## src/rtl/core/cau_pkg.sv

```systemverilog
// Shared types, constants and helpers for the complex arithmetic unit.
`timescale 1ns / 1ps
`default_nettype none

package cau_pkg;

   localparam int FRAC_BITS = 8;
   localparam int PRE_W     = 34;
   localparam int DIV_W     = (33 + FRAC_BITS > 48) ? 33 + FRAC_BITS : 48;
   localparam int QUO_W     = 16;
   localparam int DIV_STEPS = QUO_W;

   localparam logic signed [PRE_W-1:0] SAT_MAX = PRE_W'(32767);
   localparam logic signed [PRE_W-1:0] SAT_MIN = -PRE_W'(32768);

   typedef enum logic [2:0] {
      OP_ADD  = 3'd0,
      OP_SUB  = 3'd1,
      OP_MUL  = 3'd2,
      OP_DIV  = 3'd3,
      OP_CONJ = 3'd4,
      OP_CMP  = 3'd5
   } op_type;

   typedef struct packed {
      logic [2:0]         operation;
      logic signed [15:0] op_a_real;
      logic signed [15:0] op_a_imag;
      logic signed [15:0] op_b_real;
      logic signed [15:0] op_b_imag;
   } req_type;

   typedef struct packed {
      logic signed [15:0] result_real;
      logic signed [15:0] result_imag;
      logic               is_equal;
      logic               overflow;
      logic               divide_by_zero;
   } rsp_type;

   typedef struct packed {
      logic [2:0]              operation;
      logic signed [PRE_W-1:0] pre_re;
      logic signed [PRE_W-1:0] pre_im;
      logic                    eq;
      logic                    dz;
      logic                    neg_re;
      logic                    neg_im;
      logic                    big_re;
      logic                    big_im;
   } side_type;

   // {overflow, value}
   function automatic logic [16:0] sat16(input logic signed [PRE_W-1:0] v);
      logic [16:0] r;
      if (v > SAT_MAX) begin
         r = {1'b1, 16'h7fff};
      end else if (v < SAT_MIN) begin
         r = {1'b1, 16'h8000};
      end else begin
         r = {1'b0, v[15:0]};
      end
      return r;
   endfunction

endpackage

`default_nettype wire

```

## src/rtl/core/cau_div_stage.sv

```systemverilog
// One restoring-division step: one quotient bit per stage.
`timescale 1ns / 1ps
`default_nettype none

module cau_div_stage (
   input  wire logic                      clock,
   input  wire logic                      en,
   input  wire logic [cau_pkg::DIV_W-1:0] rem_in,
   input  wire logic [cau_pkg::DIV_W-1:0] dsh_in,
   input  wire logic [cau_pkg::QUO_W-1:0] quo_in,
   output logic      [cau_pkg::DIV_W-1:0] rem_ff,
   output logic      [cau_pkg::DIV_W-1:0] dsh_ff,
   output logic      [cau_pkg::QUO_W-1:0] quo_ff
);
   import cau_pkg::*;

   logic             ge;
   logic [DIV_W-1:0] rem_nx_in;

   assign ge        = rem_in >= dsh_in;
   assign rem_nx_in = ge ? rem_in - dsh_in : rem_in;

   always_ff @(posedge clock) begin
      if (en) begin
         rem_ff <= rem_nx_in;
         dsh_ff <= dsh_in >> 1;
         quo_ff <= {quo_in[QUO_W-2:0], ge};
      end
   end

endmodule

`default_nettype wire

```

## config.mk

```make
export PLATFORM = sky130hd
export DESIGN_NAME = cau_div_stage
export DESIGN_NICKNAME = d
export VERILOG_FILES = /design/src/rtl/core/cau_pkg.sv /design/src/rtl/core/cau_div_stage.sv
export SDC_FILE = /design/constraint.sdc
export NUM_CORES = 1
export LEC_CHECK = 0
export BUFFER_PORTS_ARGS = -buffer_cell sky130_fd_sc_hd__buf_2
export CAP_MARGIN = 20
export CORE_MARGIN = 8
export CORE_UTILIZATION = 30
export CTS_CLUSTER_DIAMETER = 150
export DETAILED_ROUTE_END_ITERATION = 8
export SKIP_LAST_GASP = 1
export SLEW_MARGIN = 20
export SYNTH_ARGS = -nofsm -noshare
export SYNTH_HDL_FRONTEND = slang
export SYNTH_SLANG_ARGS = --single-unit
export TNS_END_PERCENT = 50
```

## constraint.sdc

```tcl
create_clock -name clock -period 3.7 [get_ports clock]
set_input_delay 0.185 -clock clock [delete_from_list [all_inputs] [get_ports clock]]
set_output_delay 0.185 -clock clock [all_outputs]
set_load 0.1 [all_outputs]
```

==> summary.md, run 1 <==
## Drt
- met3 routed WL: 1.63 mm
- length of routed met2 wiring: 9.58 mm
- highest metal layer used by the detailed router: met5
- routed length per placed instance: 17.2 um
- final routed wirelength across all metal layers: 19.9 mm
- ratio of routed vias to standard cells: 4.76
- metal1 wirelength: 8.33 mm
- via count of the routed design: 5510
- Routed Antenna Nets: 0
- post-route DRC violation count: 0
- initial DRC count: 240
- number of detailed-route iterations in the first pass: 4

## Setup path
- worst setup path category: primary input to flip-flop
- endpoint type of the worst setup path: flip-flop
- data arrival time of the critical path: 3700 ps
- startpoint class of the critical path: primary input
- required time at the worst-slack endpoint: 3810 ps
- critical path startpoint: dsh_in[4]
- crit-path max FO: 5

## GRT
- largest net degree at the start of global routing: 51
- total grt overflow: 0
- global-route wire length before repair: 31.5 mm
- number of antenna violations at the first check in global routing: 5
- vias in the first global route: 5833
- aggregate global-route resource usage: 0.143

## Min path
- Hold Startpoint: dsh_in[23]
- class of the most critical hold timing path: primary input to flip-flop

## Synth
- flip-flop and latch count after synthesis: 111
- Post-Syn Instances: 607
- yosys synthesis warning count: 0
- most common cell in the synthesized netlist: sky130_fd_sc_hd__edfxtp_1
- area leader, netlist: sky130_fd_sc_hd__edfxtp_1
- mean area per synthesized cell: 11.1 um2
- count of distinct cell types in the synthesized netlist: 58
- number of enable flip-flop cells after synthesis: 111
- Netlist Area Pre-Place: 0.00676 mm2
- primary flip-flop cell chosen by synthesis mapping: sky130_fd_sc_hd__edfxtp_1
- most used standard cells in the synthesized netlist: 111 x sky130_fd_sc_hd__edfxtp_1, 61 x sky130_fd_sc_hd__inv_1, 58 x sky130_fd_sc_hd__a21oi_1
- portion of the post-synthesis area used by sequential elements: 0.493
- asr flop ratio synth: 0
- post-synth net total: 770
- main area contributors after synthesis: sky130_fd_sc_hd__edfxtp_1 49%, sky130_fd_sc_hd__ha_1 8.9%, sky130_fd_sc_hd__mux2_1 6.0%
- area fraction of the dominant cell type after synthesis: 0.493

## Timing
- # setup viols final: 0
- sum of negative setup slack: 0 ps
- RSZ-0062 raised after global routing: false
- fin. max-slew vios: 0
- final setup slack of the worst path: 110 ps
- final hold slack: 18.3 ps
- worst relative slew slack: 0.552
- final period demand of the worst path: 3590 ps
- Final Hold Violating Endpoints: 0
- slew of the pin with the lowest slew margin: 672 ps
- period utilisation layout: 0.970
- maximum operating frequency: 279 MHz

## Clocking
- H-tree levels: 3
- CTS tree: yes
- root buffer selected by CTS: sky130_fd_sc_hd__clkbuf_16
- Clk pin slew, worst setup/hold paths: 80 ps
- deepest clock path buffer count: 2
- Clock Sink Count: 111
- CTS Buf Count: 9

## Power and ir drop
- Static Leak: 4.00 nW
- Tot Pwr: 4.45 mW
- switching share of total power: 0.445
- Reg power frac: 0.354
- fraction of power consumed by the clock network: 0.221
- total power density per cell area: 500 mW/mm2
- share of total power in combinational logic: 0.425
- internal power: 2.47 mW
- worst vdd rail ir drop: 0.000180 V
- net switching power: 1.98 mW

## Floorplanning
- core box area: 0.0224 mm2
- Site Rows: 55
- initial core utilization: 0.302
- die height: 166 um
- Die Span X: 166 um
- I/O pins: 226
- die area: 0.0276 mm2

## Placed design
- Final GP Congestion: 0.829
- quantity of I/O buffers inserted on ports: 223
- estimated wirelength of the detail-placed design: 15.7 mm
- worst slack after detailed placement: 191 ps

## Outcome
- result of the run: finished clean

## Finish
- final core occ: 0.398
- fraction of layout instances using a drive strength above 1: 0.299
- Area growth syn-to-layout: 31.7%
- fin nets: 1029

## Flow run
- count of maximum capacitance violations: 0

## per-layer routing
layer,vias up,GRT usage
li1,2757,-
met1,2567,0.162
met2,157,0.246
met3,23,0.0521
met4,6,0.0486
met5,-,0
## worst max-delay path: stages
cell                            delay, ps
sky130_fd_sc_hd__dlygate4sd3_1        530
sky130_fd_sc_hd__buf_2                110
sky130_fd_sc_hd__inv_1                 40
sky130_fd_sc_hd__ha_1                 350
sky130_fd_sc_hd__o211a_1              250
sky130_fd_sc_hd__a211oi_1             300
sky130_fd_sc_hd__a211oi_1             110
sky130_fd_sc_hd__or2_1                310
sky130_fd_sc_hd__a31o_2               320
sky130_fd_sc_hd__a21o_4               240
sky130_fd_sc_hd__a211o_1              300
sky130_fd_sc_hd__a221oi_2             280
sky130_fd_sc_hd__xnor2_1              100
sky130_fd_sc_hd__mux2_2               270
## kinds of logic after synthesis
| family | synth area share |
|---|---|
| AOI/OAI and AO/OA | 0.160 |
| DFF | 0.493 |
| and+or+nand+nor | 0.0785 |
| buffers and inverters | 0.0459 |
| adders and majority gates | 0.0919 |
| xor gates and xnor gates | 0.0583 |
| muxes | 0.0715 |
| other | 0.000555 |
## stage by stage
| stage | cells | instance area (um2) |
|---|---|---|
| 6_report | 1158 | 8900 |
| 5_1_grt | 1158 | 8900 |
| 4_1_cts | 1155 | 8880 |
| 3_5_place_dp | 1104 | 8240 |
| 3_3_place_gp | 1104 | 8240 |
| 2_1_floorplan | 607 | 6760 |
## timing repair
item / 4_1_cts / 5_1_grt
endpoints found under the setup margin: 0 / 2
hold endpoints to repair: 35 / 0
buffers inserted: 0 / 1
gates resized for setup: 0 / 2
hold buffers: 35 / 0
## area by class of cell
cell class | count | area, um2
diodes | 2 | 5.00
clock buffers | 9 | 225
clock inverters | 7 | 61.3
fillers | 2245 | 13500
inverters | 61 | 229
multi-input cells | 416 | 3130
flip-flops and latches | 111 | 3330
well taps | 285 | 357
repair buffers | 267 | 1560
## layout by cell type (no fill, tap or decap), types with 5 or more instances in the layout
| cell type | n |
|---|---|
| sky130_fd_sc_hd__a211oi_1 | 5 |
| sky130_fd_sc_hd__buf_2 | 222 |
| sky130_fd_sc_hd__a21oi_1 | 58 |
| sky130_fd_sc_hd__clkbuf_16 | 9 |
| sky130_fd_sc_hd__o21bai_1 | 10 |
| sky130_fd_sc_hd__nor2_1 | 29 |
| sky130_fd_sc_hd__o21ai_0 | 17 |
| sky130_fd_sc_hd__ha_1 | 48 |
| sky130_fd_sc_hd__mux2_1 | 36 |
| sky130_fd_sc_hd__nand2_1 | 36 |
| sky130_fd_sc_hd__dlygate4sd3_1 | 35 |
| sky130_fd_sc_hd__mux2_2 | 6 |
| sky130_fd_sc_hd__xor2_1 | 16 |
| sky130_fd_sc_hd__buf_4 | 8 |
| sky130_fd_sc_hd__edfxtp_1 | 111 |
| sky130_fd_sc_hd__o21ai_1 | 9 |
| sky130_fd_sc_hd__nand2b_1 | 6 |
| sky130_fd_sc_hd__inv_1 | 61 |
| sky130_fd_sc_hd__xnor2_1 | 29 |
| sky130_fd_sc_hd__a21o_1 | 28 |
| sky130_fd_sc_hd__nand3_1 | 5 |
| sky130_fd_sc_hd__nand4_1 | 11 |
| sky130_fd_sc_hd__nor3_1 | 5 |
## flip-flops by register name, summed over array words and instances (netlist names)
| signal | count |
|---|---|
| quo_ff | 16 |
| dsh_ff | 47 |
| rem_ff | 48 |
## final timing paths
| path | endpoint | slack (ps) | cells after the start |
|---|---|---|---|
| hold / removal | dsh_ff[22] | 20 | 1 |
| setup / recovery | rem_ff[47] | 110 | 14 |
## power by group through the flow
stage	sequential, mW	combinational, mW	clock, mW
4_1_cts	1.58	1.90	1.03
6_report	1.57	1.89	0.984
3_5_place_dp	1.60	1.86	0
5_1_grt	1.59	2.00	1.06
2_1_floorplan	2.56	0.524	0
3_3_place_gp	1.60	1.85	0
(Power assumes the default switching activity.)
==> run 2: changes to the inputs <==
--- a/config.mk
+++ b/config.mk
@@ -11,7 +11,7 @@
 export CORE_UTILIZATION = 30
 export CTS_CLUSTER_DIAMETER = 150
 export DETAILED_ROUTE_END_ITERATION = 8
-export SKIP_LAST_GASP = 1
+export PLACE_DENSITY_LB_ADDON = 0.25
 export SLEW_MARGIN = 20
 export SYNTH_ARGS = -nofsm -noshare
 export SYNTH_HDL_FRONTEND = slang
==> summary.md, run 2 (same netlist as run 1, synthesis figures left out) <==
## Drt
- ratio of routed vias to standard cells: 4.79
- initial DRC count: 349
- final routed wirelength across all metal layers: 19.5 mm
- number of detailed-route iterations in the first pass: 4
- via count of the routed design: 5551
- routed length per placed instance: 16.8 um
- post-route DRC violation count: 0
- Routed Antenna Nets: 0

## Finish
- area taken by flip-flops and latches: 0.00333 mm2
- registers with the most flip-flops: rem_ff (48), dsh_ff (47), quo_ff (16)
- fin nets: 1031
- Diodes inserted: 0
- flip-flop count of the largest register after layout: 48
- register name with the most flops: rem_ff
- fraction of layout instances using a drive strength above 1: 0.299
- final-layout fill cell count: 2244
- most frequent cells in the layout: 222 x sky130_fd_sc_hd__buf_2, 111 x sky130_fd_sc_hd__edfxtp_1, 61 x sky130_fd_sc_hd__inv_1
- area used by multi-input combinational logic: 0.00313 mm2
- most common library cell in the layout ignoring fill and taps: sky130_fd_sc_hd__buf_2
- final core occ: 0.399
- Area growth syn-to-layout: 32.2%
- final cell count without fillers: 1158

## Placed design
- Cells after DPL: 1106
- estimated wirelength of the detail-placed design: 15.3 mm
- Final GP Congestion: 0.818
- quantity of I/O buffers inserted on ports: 223

## GRT
- largest net degree at the start of global routing: 57
- total grt overflow: 0
- aggregate global-route resource usage: 0.140
- vias in the first global route: 5818
- number of antenna violations at the first check in global routing: 0
- global-route wire length before repair: 30.9 mm

## Timing
- maximum operating frequency: 284 MHz
- # setup viols final: 0
- slew of the pin with the lowest slew margin: 769 ps
- Final Hold Violating Endpoints: 0
- sum of negative setup slack: 0 ps
- final period demand of the worst path: 3520 ps
- period utilisation layout: 0.951
- worst relative slew slack: 0.487
- fin. max-slew vios: 0
- RSZ-0062 raised after global routing: false

## Min path
- number of cells on the worst hold path: 1
- Hold Startpoint: dsh_in[36]
- capture endpoint of the worst hold path: dsh_ff[35]
- class of the most critical hold timing path: primary input to flip-flop

## Clocking
- CTS Buf Count: 9
- deepest clock path buffer count: 2
- Clk pin slew, worst setup/hold paths: 80 ps
- Clock Sink Count: 111
- CTS tree: yes
- root buffer selected by CTS: sky130_fd_sc_hd__clkbuf_16
- H-tree levels: 3

## Power and ir drop
- worst vdd rail ir drop: 0.000195 V
- Static Leak: 4.02 nW
- total power density per cell area: 499 mW/mm2

## Floorplanning
- die area: 0.0276 mm2
- die height: 166 um
- Site Rows: 55
- core box area: 0.0224 mm2
- Die Span X: 166 um
- initial core utilization: 0.302
- I/O pins: 226

## Outcome
- result of the run: finished clean

## Setup path
- crit-path max FO: 4
- startpoint class of the critical path: primary input
- data arrival time of the critical path: 3640 ps
- endpoint type of the worst setup path: flip-flop
- required time at the worst-slack endpoint: 3820 ps
- worst setup path category: primary input to flip-flop

## Flow run
- count of maximum capacitance violations: 0

-- run 2: power by group --
group	switching [mW]	total [mW]	internal, mW
Combinational	1.44	1.89	0.453
Clock	0.512	0.987	0.475
Sequential	0.0276	1.57	1.54
Total	1.98	4.45	2.47
-- run 2: worst max-delay path: stages --
cell and delay (ps):
sky130_fd_sc_hd__dlygate4sd3_1 540, sky130_fd_sc_hd__buf_2 120, sky130_fd_sc_hd__inv_1 40, sky130_fd_sc_hd__ha_1 280, sky130_fd_sc_hd__o211a_1 230, sky130_fd_sc_hd__a211oi_1 290, sky130_fd_sc_hd__a211oi_1 110, sky130_fd_sc_hd__or2_1 280
sky130_fd_sc_hd__a31o_1 320, sky130_fd_sc_hd__a21o_1 270, sky130_fd_sc_hd__a211o_1 340, sky130_fd_sc_hd__a221oi_2 290, sky130_fd_sc_hd__xnor2_1 90, sky130_fd_sc_hd__mux2_2 260
-- run 2: metal layers --
layer	GRT usage	up-vias	wire length [um]
li1	-	2755	-
met1	0.160	2608	8170
met2	0.252	177	9800
met4	0.0403	0	235
met5	0	-	0
met3	0.0383	11	1270
-- run 2: metrics by stage --
stage / worst slack, ps / cell area [um2] / power [mW] / hold slack [ps]
after floorplan: 409 / 6760 / 3.08 / 284
after global placement: 120 / 8270 / 3.46 / 362
after detailed placement: 70.2 / 8270 / 3.47 / 364
after CTS: 143 / 8890 / 4.51 / 0.270
after global routing: 35.2 / 8930 / 4.66 / 0.184
final: 180 / 8930 / 4.45 / 18.1
-- run 2: worst max path at each step --
| stage | start | endpoint | slack, ps | cells past startpoint |
|---|---|---|---|---|
| final | dsh_in[4] | rem_ff[47] | 180 | 14 |
| after global routing | dsh_in[4] | rem_ff[44] | 40 | 16 |
| after CTS | dsh_in[4] | rem_ff[44] | 140 | 16 |
| after detailed placement | rem_in[0] | rem_ff[28] | 70 | 14 |
| after global placement | rem_in[0] | rem_ff[41] | 120 | 14 |
| after floorplan | rem_in[0] | rem_ff[41] | 410 | 13 |
-- run 2: layout make-up --
cell class / instances / share of cell area
sequential: 111 / 0.373
multi-input combinational: 416 / 0.351
timing repair buffer: 269 / 0.178
tap: 285 / 0.0399
inverter: 61 / 0.0256
clock buffer: 9 / 0.0252
clock inverter: 7 / 0.00687
-- run 2: timing repair --
action / in CTS / in global routing
resized for setup: 0 / 2
endpoints found under the hold margin: 33 / 3
buffers inserted: 0 / 0
endpoints found under the setup margin: 0 / 2
hold buffers: 33 / 3
==> run 3: changes to the inputs <==
--- a/config.mk
+++ b/config.mk
@@ -7,7 +7,7 @@
 export LEC_CHECK = 0
 export BUFFER_PORTS_ARGS = -buffer_cell sky130_fd_sc_hd__buf_2
 export CAP_MARGIN = 20
-export CORE_MARGIN = 8
+export CORE_MARGIN = 5
 export CORE_UTILIZATION = 30
 export CTS_CLUSTER_DIAMETER = 150
 export DETAILED_ROUTE_END_ITERATION = 8
==> summary.md, run 3 (same netlist as run 1, synthesis figures left out) <==
## Finish
- flip-flop count of the largest register after layout: 48
- final-layout fill cell count: 2231
- registers with the most flip-flops: rem_ff (48), dsh_ff (47), quo_ff (16)
- final cell count without fillers: 1150
- final core occ: 0.394
- Diodes inserted: 0
- post-route cell area: 0.00885 mm2
- fin nets: 1023
- fraction of layout instances using a drive strength above 1: 0.301
- Area growth syn-to-layout: 31.0%
- most frequent cells in the layout: 222 x sky130_fd_sc_hd__buf_2, 111 x sky130_fd_sc_hd__edfxtp_1, 61 x sky130_fd_sc_hd__inv_1
- register name with the most flops: rem_ff
- most common library cell in the layout ignoring fill and taps: sky130_fd_sc_hd__buf_2

## GRT
- total grt overflow: 0
- aggregate global-route resource usage: 0.143
- vias in the first global route: 5759
- global-route wire length before repair: 29.5 mm
- number of antenna violations at the first check in global routing: 0
- largest net degree at the start of global routing: 61

## Clocking
- deepest clock path buffer count: 2
- Clock Sink Count: 111
- root buffer selected by CTS: sky130_fd_sc_hd__clkbuf_16
- CTS tree: yes
- Clk pin slew, worst setup/hold paths: 90 ps
- CTS Buf Count: 9
- H-tree levels: 3
- post-CTS setup buffers: 0

## Timing
- maximum operating frequency: 285 MHz
- RSZ-0062 raised after global routing: false
- period utilisation layout: 0.949
- slew of the pin with the lowest slew margin: 731 ps
- # setup viols final: 0
- sum of negative setup slack: 0 ps
- fin. max-slew vios: 0
- final hold slack: 18.1 ps
- final period demand of the worst path: 3510 ps
- Final Hold Violating Endpoints: 0
- final setup slack of the worst path: 188 ps
- worst relative slew slack: 0.512

## Power and ir drop
- total power density per cell area: 501 mW/mm2
- Tot Pwr: 4.43 mW
- fraction of power consumed by the clock network: 0.220
- worst vdd rail ir drop: 0.000199 V
- Reg power frac: 0.355
- share of total power in combinational logic: 0.424
- internal power: 2.46 mW
- switching share of total power: 0.444
- net switching power: 1.97 mW
- Static Leak: 3.98 nW

## Setup path
- data arrival time of the critical path: 3630 ps
- worst setup path category: primary input to flip-flop
- endpoint type of the worst setup path: flip-flop
- crit-path max FO: 5
- startpoint class of the critical path: primary input
- required time at the worst-slack endpoint: 3820 ps

## Drt
- routed length per placed instance: 16.1 um
- initial DRC count: 211
- final routed wirelength across all metal layers: 18.5 mm
- ratio of routed vias to standard cells: 4.72
- Routed Antenna Nets: 0
- via count of the routed design: 5426
- post-route DRC violation count: 0
- number of detailed-route iterations in the first pass: 4

## Outcome
- result of the run: finished clean

## Placed design
- Final GP Congestion: 0.861
- estimated wirelength of the detail-placed design: 14.6 mm
- worst slack after detailed placement: 123 ps
- quantity of I/O buffers inserted on ports: 223
- Post-DP Area: 0.00826 mm2
- Cells after DPL: 1105

## Floorplanning
- I/O pins: 226
- Site Rows: 55
- Die Span X: 160 um
- die area: 0.0256 mm2
- initial core utilization: 0.301
- core box area: 0.0224 mm2
- die height: 160 um

## Min path
- class of the most critical hold timing path: primary input to flip-flop

## Flow run
- count of maximum capacitance violations: 0

[run 3: routing by layer]
layer  track usage  routed length [um]
met3        0.0307                 959
met5             0                   0
met2         0.245                8930
met4        0.0446                 226
met1         0.180                8400
[run 3: timing repair]
item	CTS	global route
resized for setup	0	2
endpoints found under the setup margin	0	3
endpoints found under the hold margin	29	0
hold buffers	29	0
[run 3: power groups by stage]
stage	combinational [mW]	sequential, mW	clock [mW]
after floorplan	0.524	2.56	0
after detailed placement	1.86	1.60	0
after global routing	1.99	1.59	1.07
after global placement	1.86	1.60	0
after CTS	1.89	1.58	1.02
final	1.88	1.57	0.976
[run 3: cell type report]
cell class / count / area [um2] / share of cell area
inverter: 61 / 229 / 0.0259
timing repair buffer: 261 / 1510 / 0.171
tap: 285 / 357 / 0.0403
multi-input combinational: 416 / 3130 / 0.354
clock buffer: 9 / 225 / 0.0255
clock inverter: 7 / 58.8 / 0.00665
sequential: 111 / 3330 / 0.377
[run 3: final timing paths]
check / start / end / slack, ps / cells after the start
hold / removal: dsh_in[36] / dsh_ff[35] / 20 / 1
setup / recovery: dsh_in[4] / rem_ff[47] / 190 / 14
[run 3: worst max-delay path: stages]
cell	delay, ps
sky130_fd_sc_hd__dlygate4sd3_1	530
sky130_fd_sc_hd__buf_2	110
sky130_fd_sc_hd__inv_1	40
sky130_fd_sc_hd__ha_1	340
sky130_fd_sc_hd__o211a_1	250
sky130_fd_sc_hd__a211oi_2	240
sky130_fd_sc_hd__a211oi_1	100
sky130_fd_sc_hd__or2_1	270
sky130_fd_sc_hd__a31o_1	310
sky130_fd_sc_hd__a21o_1	250
sky130_fd_sc_hd__a211o_1	330
sky130_fd_sc_hd__a221oi_2	300
sky130_fd_sc_hd__xnor2_1	100
sky130_fd_sc_hd__mux2_2	260
